File: config.mk
export PLATFORM = sky130hd
export DESIGN_NAME = pis_state
export DESIGN_NICKNAME = d
export VERILOG_FILES = /design/src/pis_pkg.sv /design/src/pis_state.sv
export SDC_FILE = /design/constraint.sdc
export NUM_CORES = 1
export LEC_CHECK = 0
export ABC_AREA = 1
export BUFFER_PORTS_ARGS = -buffer_cell sky130_fd_sc_hd__buf_4
export CORE_AREA = 4 4 95 97
export DETAILED_ROUTE_END_ITERATION = 10
export DIE_AREA = 0 0 99 101
export PLACE_DENSITY = 0.84
export SYNTH_ARGS = -nofsm -noshare
export SYNTH_HDL_FRONTEND = slang
export SYNTH_SLANG_ARGS = --single-unit
File: constraint.sdc
create_clock -name vclk -period 12
set_input_delay 2.4 -clock vclk [all_inputs]
set_output_delay 2.4 -clock vclk [all_outputs]
set_load 0.05 [all_outputs]
File: src/pis_pkg.sv
// Shared types and constants for the PID step with integral separation.
// No dependencies; imported by pis_state and pid_integral_separation.
package pis_pkg;

    // Field and state widths
    localparam int VAL_W    = 16;  // target and measured values
    localparam int THR_W    = 12;  // throttle command
    localparam int GAIN_W   = 16;  // Q8.8 unsigned gains
    localparam int LIMIT_W  = 15;  // separation limit
    localparam int CLAMP_W  = 16;  // integral clamp
    localparam int ERR_W    = 17;  // error target - measured
    localparam int DIFF_W   = 18;  // error difference
    localparam int SUM_W    = 18;  // accumulated error sum
    localparam int DRIVE_W  = 32;  // output drive value
    localparam int CFG_AW   = 3;
    localparam int CFG_DW   = 16;

    // Minimum throttle for integration
    localparam logic [THR_W-1:0] THROTTLE_MIN = 12'd180;

    // Configuration register indexes
    localparam logic [CFG_AW-1:0] REG_GAIN_P    = 3'd0;
    localparam logic [CFG_AW-1:0] REG_GAIN_I    = 3'd1;
    localparam logic [CFG_AW-1:0] REG_GAIN_D    = 3'd2;
    localparam logic [CFG_AW-1:0] REG_SEP_LIMIT = 3'd3;
    localparam logic [CFG_AW-1:0] REG_INT_CLAMP = 3'd4;

    // Configuration reset values
    localparam logic [LIMIT_W-1:0] SEP_LIMIT_RST = 15'd250;
    localparam logic [CLAMP_W-1:0] INT_CLAMP_RST = 16'd2000;

    typedef logic signed [ERR_W-1:0]  err_t;
    typedef logic signed [DIFF_W-1:0] diff_t;
    typedef logic signed [SUM_W-1:0]  sum_t;

    // Controller state carried from one step to the next
    typedef struct packed {
        err_t prev_error;
        sum_t error_sum;
        logic integrate;
    } ctrl_state_t;

endpackage

File: src/pis_state.sv
// Next-state logic of the controller: separation flag, clamped error sum, previous error.
// Depends on pis_pkg.
module pis_state
    import pis_pkg::*;
(
    input  ctrl_state_t               state_cur,
    input  err_t                      err,
    input  logic signed [VAL_W-1:0]   measured_value,
    input  logic                      armed,
    input  logic [THR_W-1:0]          throttle,
    input  logic [LIMIT_W-1:0]        separation_limit,
    input  logic [CLAMP_W-1:0]        integral_clamp,
    output ctrl_state_t               state_next
);

    logic signed [LIMIT_W+1:0] limit_pos;
    logic signed [LIMIT_W+1:0] limit_neg;
    logic signed [LIMIT_W+1:0] meas_ext;
    logic signed [CLAMP_W:0]   clamp_pos;
    logic signed [CLAMP_W:0]   clamp_neg;
    logic signed [SUM_W:0]     sum_raw;
    logic                      active;
    logic                      separated;

    always_comb
    begin
        limit_pos = $signed({2'b00, separation_limit});
        limit_neg = -limit_pos;
        meas_ext  = (LIMIT_W+2)'(measured_value);
        clamp_pos = $signed({1'b0, integral_clamp});
        clamp_neg = -clamp_pos;
        sum_raw   = (SUM_W+1)'(state_cur.error_sum) + (SUM_W+1)'(err);
        active    = armed && (throttle >= THROTTLE_MIN);
        separated = (meas_ext > limit_pos) || (meas_ext < limit_neg);

        state_next            = state_cur;
        state_next.prev_error = err;
        priority if (!active)
        begin
            state_next.error_sum = '0;
        end
        else if (separated)
        begin
            state_next.integrate = 1'b0;
        end
        else
        begin
            state_next.integrate = 1'b1;
            // clamp to the symmetric bound
            priority if (sum_raw > (SUM_W+1)'(clamp_pos))
                state_next.error_sum = SUM_W'(clamp_pos);
            else if (sum_raw < (SUM_W+1)'(clamp_neg))
                state_next.error_sum = SUM_W'(clamp_neg);
            else
                state_next.error_sum = SUM_W'(sum_raw);
        end
    end

endmodule

**Yosys cells after proc, flatten, opt, wreduce, memory -nomap -nowiden**

Cells that the tools add are included.

- Logic and storage cells: 16
- Input port bits: 113
- Output and inout bits: 36
- Register bits: 0

- Reduce and logical (&&, ||, !) cells: 2
- $lt $le $gt $ge: 5
- Muxes and demuxes: 6
- Add/subtract/negate cells: 3

Operators by type and width:

| operator | count |
|---|---|
| $mux 18 | 4 |
| $add 18x17->19 | 1 |
| $gt 19x17->1 | 1 |
| $lt 19x17->1 | 1 |
| $lt 16x17->1 | 1 |
| $neg 15->17 | 1 |
| $neg 16->17 | 1 |
| $gt 16x16->1 | 1 |
| $ge 12x8->1 const B | 1 |
| $mux 1 | 2 |
| $logic_and 1x1->1 | 1 |
| $logic_or 1x1->1 | 1 |

**Logic depth before layout (Yosys ltp)**

Gate-level depths: netlist of the first run.

- Depth after elaboration: 6
- Depth in mapped cells: 28
- Depth with buffers taken out: 27

**Worst setup path before layout of the first run**

Ideal clock, no wire load.

- Path type: in2out
- Start: in state_cur[1] (netlist name)
- End: out state_next[17] (netlist name)
- Setup slack: 3850 ps
- Stages on the path: 21
- Buffers on the path: 1
- Arrival time: 5750 ps
- Required time: 9600 ps
- Cells stage by stage: ha_1 > inv_1 > fa_1 > inv_1 > nand2_1 > nand3_2 > nand3_1 > nand3_2 > nand2_1 > nand2_1 > xor2_1 > inv_1 > ha_1 > inv_2 > nor3_1 > a211oi_2 > nand3_1 > nand2_2 > buf_6 > nor2_1 > o21ai_1

RTL lines:

| element | line | RTL |
|---|---|---|
| start, declared | pis_state.sv:6 | `input ctrl_state_t state_cur,` |
| end, declared | pis_state.sv:13 | `output ctrl_state_t state_next` |

==> summary.txt, run 1 <==
Floorplanning
  • Die area: approximately 10000 um2
  • Die X: 99 um
  • Starting density of the core: 0.497
  • Core ar.: 8130 um2
  • Ports: around 150
  • Die Span Y: just over 100 um
  • Rows: 33

Place
  • Pre-CTS setup slack: 2.76 ns
  • Final HPWL DP: ~11 mm
  • IO buf count: 130
  • Gpl congestion: about 0.95

Synth
  • Most frequent cell after synthesis: nand2_1
  • Syn Nets: roughly 870
  • Synth Cell Area: between 4000 and 5000 um2
  • Synth unique cells: 40
  • Post-Synth Simple-Gate Area: 0.376
  • Mux contribution to synthesized area: 0
  • Largest family of logic cells by synthesized area: simple AND/OR/NAND/NOR gates
  • Synth Area in Compound Gates: 0.134
  • Top cells by area, synth: ha_1, nand2_1, inv_1, nand3_1, xor2_1
  • Synth Instances: 676
  • Yosys top cell area share: 0.260
  • Register area share after synthesis: 0
  • Mapped Avg Cell Area: 5.97 um2
  • Top cells by count, synth: nand2_1, inv_1, ha_1
  • Synth area leader: ha_1
  • Post-Synth Adder-Cell Area: 0.265
  • Synth warn: 0
  • XOR/XNOR share of the synthesized area: 0.0824

Critical path
  • Worst setup path endpoint: state_next[18]
  • WP data arrival: approximately 7.0 ns
  • CP peak stage delay: just over 0.7 ns
  • Kind of critical path: in2out
  • Crit path from: state_cur[1]
  • Critical path required time: roughly 9.6 ns
  • Delay-heaviest family, CP: simple AND/OR/NAND/NOR gates
  • Critical path's slowest cell: nand2_1
  • WP buf/inv: 5
  • Crit start category: primary input
  • Worst Setup End Kind: primary output
  • Critical Path Stages: 25
  • Largest fanout on the critical path: 22
  • Cell mode on critical path: nand2_1

GRT
  • GRT Total Usage: 0.237
  • First-pass GRT wire length: 20.3 mm
  • Global route overflow: 0
  • Largest net degree at the start of global routing: 23
  • Vias in the first global route: between 4000 and 5000
  • Initial antenna violation count: 0

Hold path
  • Min-delay worst type: in2out
  • Hold path cells: 2

Detailed routing
  • WL/cell: approximately 14 um
  • DRT Wirelength: 12.6 mm
  • DRT iter0 DRCs: 224
  • Via/cell ratio: approximately 5.4
  • First-pass DRT Iterations: 5
  • Drt drc: 0
  • Number of routed nets with antenna violations: 0
  • Vias: between 4000 and 5000

Power and ir drop
  • Sw Share: 0.646
  • Sequential share of power: 0
  • Int Pwr: roughly 0.12 mW
  • Lkg Pwr: 2.92 nW
  • Clk pwr share: 0
  • Combinational power share: 1.000
  • Sw Pwr: 0.223 mW
  • Worst vdd rail ir drop: between 20 and 25 uV
  • Pwr dens: 69.7 nW/um2

Timing
  • Slew Viols, Final: 0
  • Worst Setup Slack, final: about 2.6 ns
  • Fin crit period: around 9.4 ns
  • Final Setup Violations: 0
  • Worst-Margin Slew: between 0.9 and 1 ns
  • Slew headroom: 0.364
  • Max Clock Freq: around 110 MHz
  • RSZ-0062 raised after global routing: false
  • Fin crit share: 0.783
  • Hold Vio Cnt, Final: 0
  • Setup TNS: 0 ns
  • Hold_ws: between 5 and 6 ns

Layout
  • Clk_buf instances: 0
  • Layout cells sized above 1: 0.223
  • Register Area: 0 um2
  • Util after Layout: 0.609
  • Nets: between 900 and 1000
  • Sequential cell count: 0
  • N_diodes: 0
  • Layout Area Growth over Synthesis: 22.6%

Status
  • Status: finished clean

CTS
  • Post-CTS sizing: 0
  • Post-CTS Setup Bufs: 0
  • Hold_buf cts: 0

Job
  • Max Cap Viol: 0
==> through the flow <==
step	instances	total power [mW]	cell area, um2
after detailed placement	885	0.339	4950
final	885	0.345	4950
after global routing	885	0.379	4950
after floorplan	676	0.248	4040
after global placement	885	0.328	4950
after CTS	885	0.341	4950
==> per-layer routing <==
layer	GRT usage	wire [um]
met2	0.463	6640
met4	0.0410	158
met1	0.284	5100
met5	0	0
met3	0.0138	649
==> cell type report <==
| cell class | count | area [um2] |
|---|---|---|
| tap | 105 | 131 |
| multi-input combinational | 548 | 3460 |
| inverter | 102 | 383 |
| timing repair buffer | 130 | 976 |
| fill | 799 | 3180 |
==> worst min path at each step <==
stage	slack, ns	to	startpoint
after CTS	5.07	state_next[23]	err[4]
after global routing	5.07	state_next[29]	err[10]
after global placement	5.07	state_next[30]	err[11]
after floorplan	4.97	state_next[19]	err[0]
final	5.07	state_next[23]	err[4]
after detailed placement	5.07	state_next[23]	err[4]
==> cells in the final DEF, fill, tap and decap left out, drive strengths merged <==
| cell type | instances |
|---|---|
| nor4 | 2 |
| a211oi | 3 |
| a21oi | 34 |
| fa | 1 |
| o211ai | 8 |
| a31oi | 7 |
| nand2 | 190 |
| nor2 | 57 |
| nand3 | 63 |
| o31ai | 1 |
| buf | 130 |
| nand3b | 1 |
| and3 | 1 |
| nor3 | 16 |
| ha | 84 |
| o21a | 1 |
| o211a | 1 |
| nand4 | 10 |
| xnor2 | 5 |
| a21o | 9 |
| inv | 102 |
| o21bai | 2 |
| xor2 | 33 |
| o21ai | 19 |
==> power groups by stage <==
stage	combinational, mW	clock (mW)	sequential, mW
2_1_floorplan	0.248	0	0
3_3_place_gp	0.328	0	0
3_5_place_dp	0.339	0	0
4_1_cts	0.341	0	0
5_1_grt	0.379	0	0
6_report	0.345	0	0
==> logic make-up after synthesis <==
kind of cell	count (synthesis)
buffers and inverters	128
adder cells (fa/ha/maj)	85
AND/OR/NAND/NOR	340
XOR/XNOR	38
AO/OA/AOI/OAI	85
Power figures use the tool's default switching activity.
==> inputs of run 2 (changes only) <==
--- a/config.mk
+++ b/config.mk
@@ -7,9 +7,9 @@
 export LEC_CHECK = 0
 export ABC_AREA = 1
 export BUFFER_PORTS_ARGS = -buffer_cell sky130_fd_sc_hd__buf_4
-export CORE_AREA = 4 4 95 97
+export CORE_AREA = 4 4 97 99
 export DETAILED_ROUTE_END_ITERATION = 10
-export DIE_AREA = 0 0 99 101
+export DIE_AREA = 0 0 101 103
 export PLACE_DENSITY = 0.84
 export SYNTH_ARGS = -nofsm -noshare
 export SYNTH_HDL_FRONTEND = slang
==> constraint.sdc (replaced) <==
create_clock -name vclk -period 8.1
set_input_delay 1.62 -clock vclk [all_inputs]
set_output_delay 1.62 -clock vclk [all_outputs]
set_load 0.05 [all_outputs]
==> run 2 against run 1 <==
Via count is 5.4% lower. Global-route usage is 3.1 points lower. Non-clock buffer count is 2 higher. Largest cell class unchanged. Flip-flop and latch count stayed put. Critical path type unchanged. Power is 45% higher. Combinational power is 45% higher. Count of clock-buffer cells in the layout stayed put. Worst setup slack worse by 1.5 ns. Design area is 0.38% higher. Sequential share of layout area stayed put. Critical endpoint unchanged. Worst hold slack worse by 1.6 ns.
==> summary.txt, run 2 (synthesis gave the netlist of run 1 again) <==
Detailed routing
  • WL/cell: between 10 and 15 um
  • Number of routed nets with antenna violations: 0
  • Drt drc: 0
  • First-pass DRT Iterations: 5
  • DRT Wirelength: approximately 11 mm
  • DRT iter0 DRCs: 167
  • Via/cell ratio: approximately 5.1
  • Vias: approximately 4600

Job
  • Max Cap Viol: 0

Layout
  • Commonest non-fill, non-tap cell in the layout: nand2_1
  • Fillers: about 850
  • Register Area: 0 um2
  • Area of the multi-input gates: around 3500 um2
  • Sequential cell count: 0
  • N_diodes: 0
  • Layout cells sized above 1: 0.225
  • Nets: a little under 1000
  • Layout Area Growth over Synthesis: 23.1%
  • Commonest non-fill, non-tap cells in the layout: nand2_1, buf_4, inv_1
  • Clk_buf instances: 0

Floorplanning
  • Die Span Y: 103 um
  • Ports: ~150
  • Starting density of the core: 0.472
  • Die area: approximately 10000 um2
  • Die X: approximately 100 um
  • Core ar.: roughly 8600 um2
  • Rows: 34

GRT
  • First-pass GRT wire length: 18.1 mm
  • Initial antenna violation count: 0
  • Largest net degree at the start of global routing: 22
  • Vias in the first global route: between 4000 and 5000
  • Global route overflow: 0
  • GRT Total Usage: 0.206

Timing
  • Max Clock Freq: roughly 140 MHz
  • Final Setup Violations: 0
  • Fin crit period: ~7.0 ns
  • Worst-Margin Slew: around 0.63 ns
  • Slew Viols, Final: 0
  • Hold Vio Cnt, Final: 0
  • Slew headroom: 0.580
  • Setup TNS: 0 ns
  • RSZ-0062 raised after global routing: false
  • Fin crit share: 0.861

Status
  • Status: finished clean

CTS
  • Post-CTS sizing: 0
  • Hold_buf cts: 0
  • Post-CTS Setup Bufs: 0

Critical path
  • WP data arrival: 5.35 ns
  • CP peak stage delay: between 0.5 and 0.6 ns
  • Critical Path, Cell by Cell: buf_4, inv_1, ha_1, inv_1, nor2_1, inv_1, nor2_1, nand4_1, nor3_1, ha_1, inv_2, nor3_1, a211oi_2, nand2_4, nand2_2, nand2_2, nand2_1, nand3_1, o21ai_1, buf_4
  • WP buf/inv: 6
  • Cell mode on critical path: inv_1
  • Kind of critical path: in2out
  • Worst Setup End Kind: primary output
  • Worst setup path endpoint: state_next[18]
  • Critical path required time: roughly 6.5 ns
  • Delay-heaviest family, CP: simple AND/OR/NAND/NOR gates
  • Critical path's slowest cell: nor3_1
  • Crit start category: primary input
  • Crit path from: integral_clamp[1]
  • Largest fanout on the critical path: 13
  • Critical Path Stages: 20

Power and ir drop
  • Tot Pwr: approximately 0.50 mW
  • Pwr dens: around 100 nW/um2
  • Worst vdd rail ir drop: about 32 uV
  • Lkg Pwr: a little under 3 nW

Hold path
  • Min-delay worst type: in2out

Place
  • IO buf count: 130
  • Final HPWL DP: around 10 mm
  • Gpl congestion: just over 0.9
==> run 2: metal layers <==
metal | GRT usage | part of all wire | vias up | routed length [um]
met3 | 0.00474 | 0.055 | 10 | 620
met4 | 0.0297 | 0.010 | 0 | 114
met2 | 0.368 | 0.48 | 128 | 5370
met5 | 0 | 0 | - | 0
met1 | 0.284 | 0.46 | 1981 | 5100
li1 | - | - | 2432 | -
==> run 2: stage by stage <==
stage	std cells	area, um2	setup slack [ns]	utilization	hold WS, ns
after CTS	890	4970	1.18	0.582	3.51
after detailed placement	890	4970	1.18	0.582	3.51
after global routing	890	4970	0.748	0.582	3.51
final	890	4970	1.13	0.582	3.51
after floorplan	676	4040	1.51	-	3.41
after global placement	890	4970	1.22	0.582	3.51
==> run 2: power breakdown <==
part / leakage (nW) / switching [mW] / internal [mW]
clock: 0 / 0 / 0
sequential: 0 / 0 / 0
combinational: 2.93 / 0.320 / 0.181
==> run 2: how the worst min path moves through the flow <==
stage | startpoint | to | slack (ns) | cells past startpoint
finish | err[15] | state_next[34] | 3.51 | 2
detailed placement | err[14] | state_next[33] | 3.51 | 2
CTS | err[14] | state_next[33] | 3.51 | 2
floorplan | err[0] | state_next[19] | 3.41 | 1
global placement | err[14] | state_next[33] | 3.51 | 2
global route | err[12] | state_next[31] | 3.51 | 2
==> run 2: area by class of cell <==
type                            instances  area share
Tap cell                              108      0.0272
Timing Repair Buffer                  132       0.199
Multi-Input combinational cell        548       0.697
Inverter                              102      0.0770
==> inputs of run 3 (changes only) <==
==> constraint.sdc (replaced) <==
create_clock -name vclk -period 8.1
set_input_delay 0.405 -clock vclk [all_inputs]
set_output_delay 0.405 -clock vclk [all_outputs]
set_load 0.05 [all_outputs]
==> run 3 against run 2 <==
Count of clock-buffer cells in the layout unchanged. Flip-flop and latch count unchanged. Sequential share of layout area stayed put. Non-clock buffer count fell by 2. Critical path depth increased by 5. Global-route usage is 1.1 points higher. Routed wire length rose by 2.2%. Power is 0.19% lower.
==> summary.txt, run 3 (synthesis gave the netlist of run 1 again) <==
GRT
  • Vias in the first global route: between 4000 and 5000
  • Largest net degree at the start of global routing: 23
  • GRT Total Usage: 0.217
  • First-pass GRT wire length: between 15 and 20 mm
  • Initial antenna violation count: 0
  • Global route overflow: 0

Power and ir drop
  • Lkg Pwr: 2.92 nW
  • Worst vdd rail ir drop: ~37 uV
  • Tot Pwr: 0.499 mW
  • Pwr dens: between 100 and 150 nW/um2

Timing
  • Slew Viols, Final: 0
  • Fin crit share: 0.654
  • Hold_ws: 1.08 ns
  • Hold Vio Cnt, Final: 0
  • RSZ-0062 raised after global routing: false
  • Max Clock Freq: about 190 MHz
  • Slew headroom: 0.372
  • Fin crit period: roughly 5.3 ns
  • Final Setup Violations: 0
  • Worst-Margin Slew: 0.938 ns
  • Setup TNS: 0 ns

CTS
  • Hold_buf cts: 0
  • Post-CTS sizing: 0
  • Post-CTS Setup Bufs: 0

Floorplanning
  • Rows: 34
  • Ports: ~150
  • Die area: ~10000 um2
  • Die X: approximately 100 um
  • Core ar.: between 8000 and 9000 um2
  • Die Span Y: slightly above 100 um
  • Starting density of the core: 0.472

Status
  • Status: finished clean

Place
  • Gpl congestion: about 0.93
  • IO buf count: 130
  • Final HPWL DP: 10.2 mm
  • DP Cell Count: 888

Layout
  • Register Area: 0 um2
  • Nets: 980
  • Commonest non-fill, non-tap cells in the layout: nand2_1, buf_4, inv_1
  • Final non-filler cell total: about 890
  • N_diodes: 0
  • Clk_buf instances: 0
  • Layout Area Growth over Synthesis: 22.7%
  • Commonest non-fill, non-tap cell in the layout: nand2_1
  • Area of the multi-input gates: 3460 um2
  • Sequential cell count: 0
  • Fillers: between 800 and 900
  • Layout cells sized above 1: 0.223
  • Util after Layout: 0.580

Detailed routing
  • DRT iter0 DRCs: 177
  • Vias: about 4600
  • First-pass DRT Iterations: 5
  • Drt drc: 0
  • DRT Wirelength: approximately 11 mm
  • Number of routed nets with antenna violations: 0
  • WL/cell: approximately 13 um
  • Via/cell ratio: about 5.2

Critical path
  • Critical path's slowest cell: nand2_1
  • Kind of critical path: in2out
  • Delay-heaviest family, CP: simple AND/OR/NAND/NOR gates
  • CP peak stage delay: 0.69 ns
  • Crit start category: primary input
  • Cell mode on critical path: nand2_1
  • Worst Setup End Kind: primary output
  • WP buf/inv: 5
  • Critical path required time: 7.70 ns
  • WP data arrival: 4.89 ns
  • Largest fanout on the critical path: 22

Hold path
  • Min-delay worst type: in2out

Job
  • Max Cap Viol: 0
-- run 3: cell count changes in the layout (fill, tap and decap cells not counted) --
cell,delta
buf_4,-2
-- run 3: area by class of cell --
cell class	count	area share
Multi-Input combinational cell	548	0.699
Tap cell	108	0.0273
Inverter	102	0.0772
Timing Repair Buffer	130	0.197
-- run 3: power breakdown --
group / switching (mW) / internal, mW
sequential: 0 / 0
clock: 0 / 0
combinational: 0.320 / 0.179
total: 0.320 / 0.179
-- run 3: final timing paths --
path	to	from	slack, ns	depth (start not counted)
max	state_next[18]	state_cur[1]	2.81	25
min	state_next[34]	err[15]	1.08	2
-- run 3: layer usage --
metal / vias up / wire [um] / track usage
met5: - / 0 / 0
met4: 0 / 227 / 0.0460
met3: 20 / 715 / 0.00474
met2: 147 / 5540 / 0.390
met1: 2036 / 4970 / 0.291
li1: 2424 / - / -
-- run 3: stage by stage --
step,cell area (um2),worst slack (ns)
floorplan,4040,3.94
global placement,4960,2.88
detailed placement,4960,2.90
CTS,4960,2.87
global route,4960,2.39
finish,4960,2.81
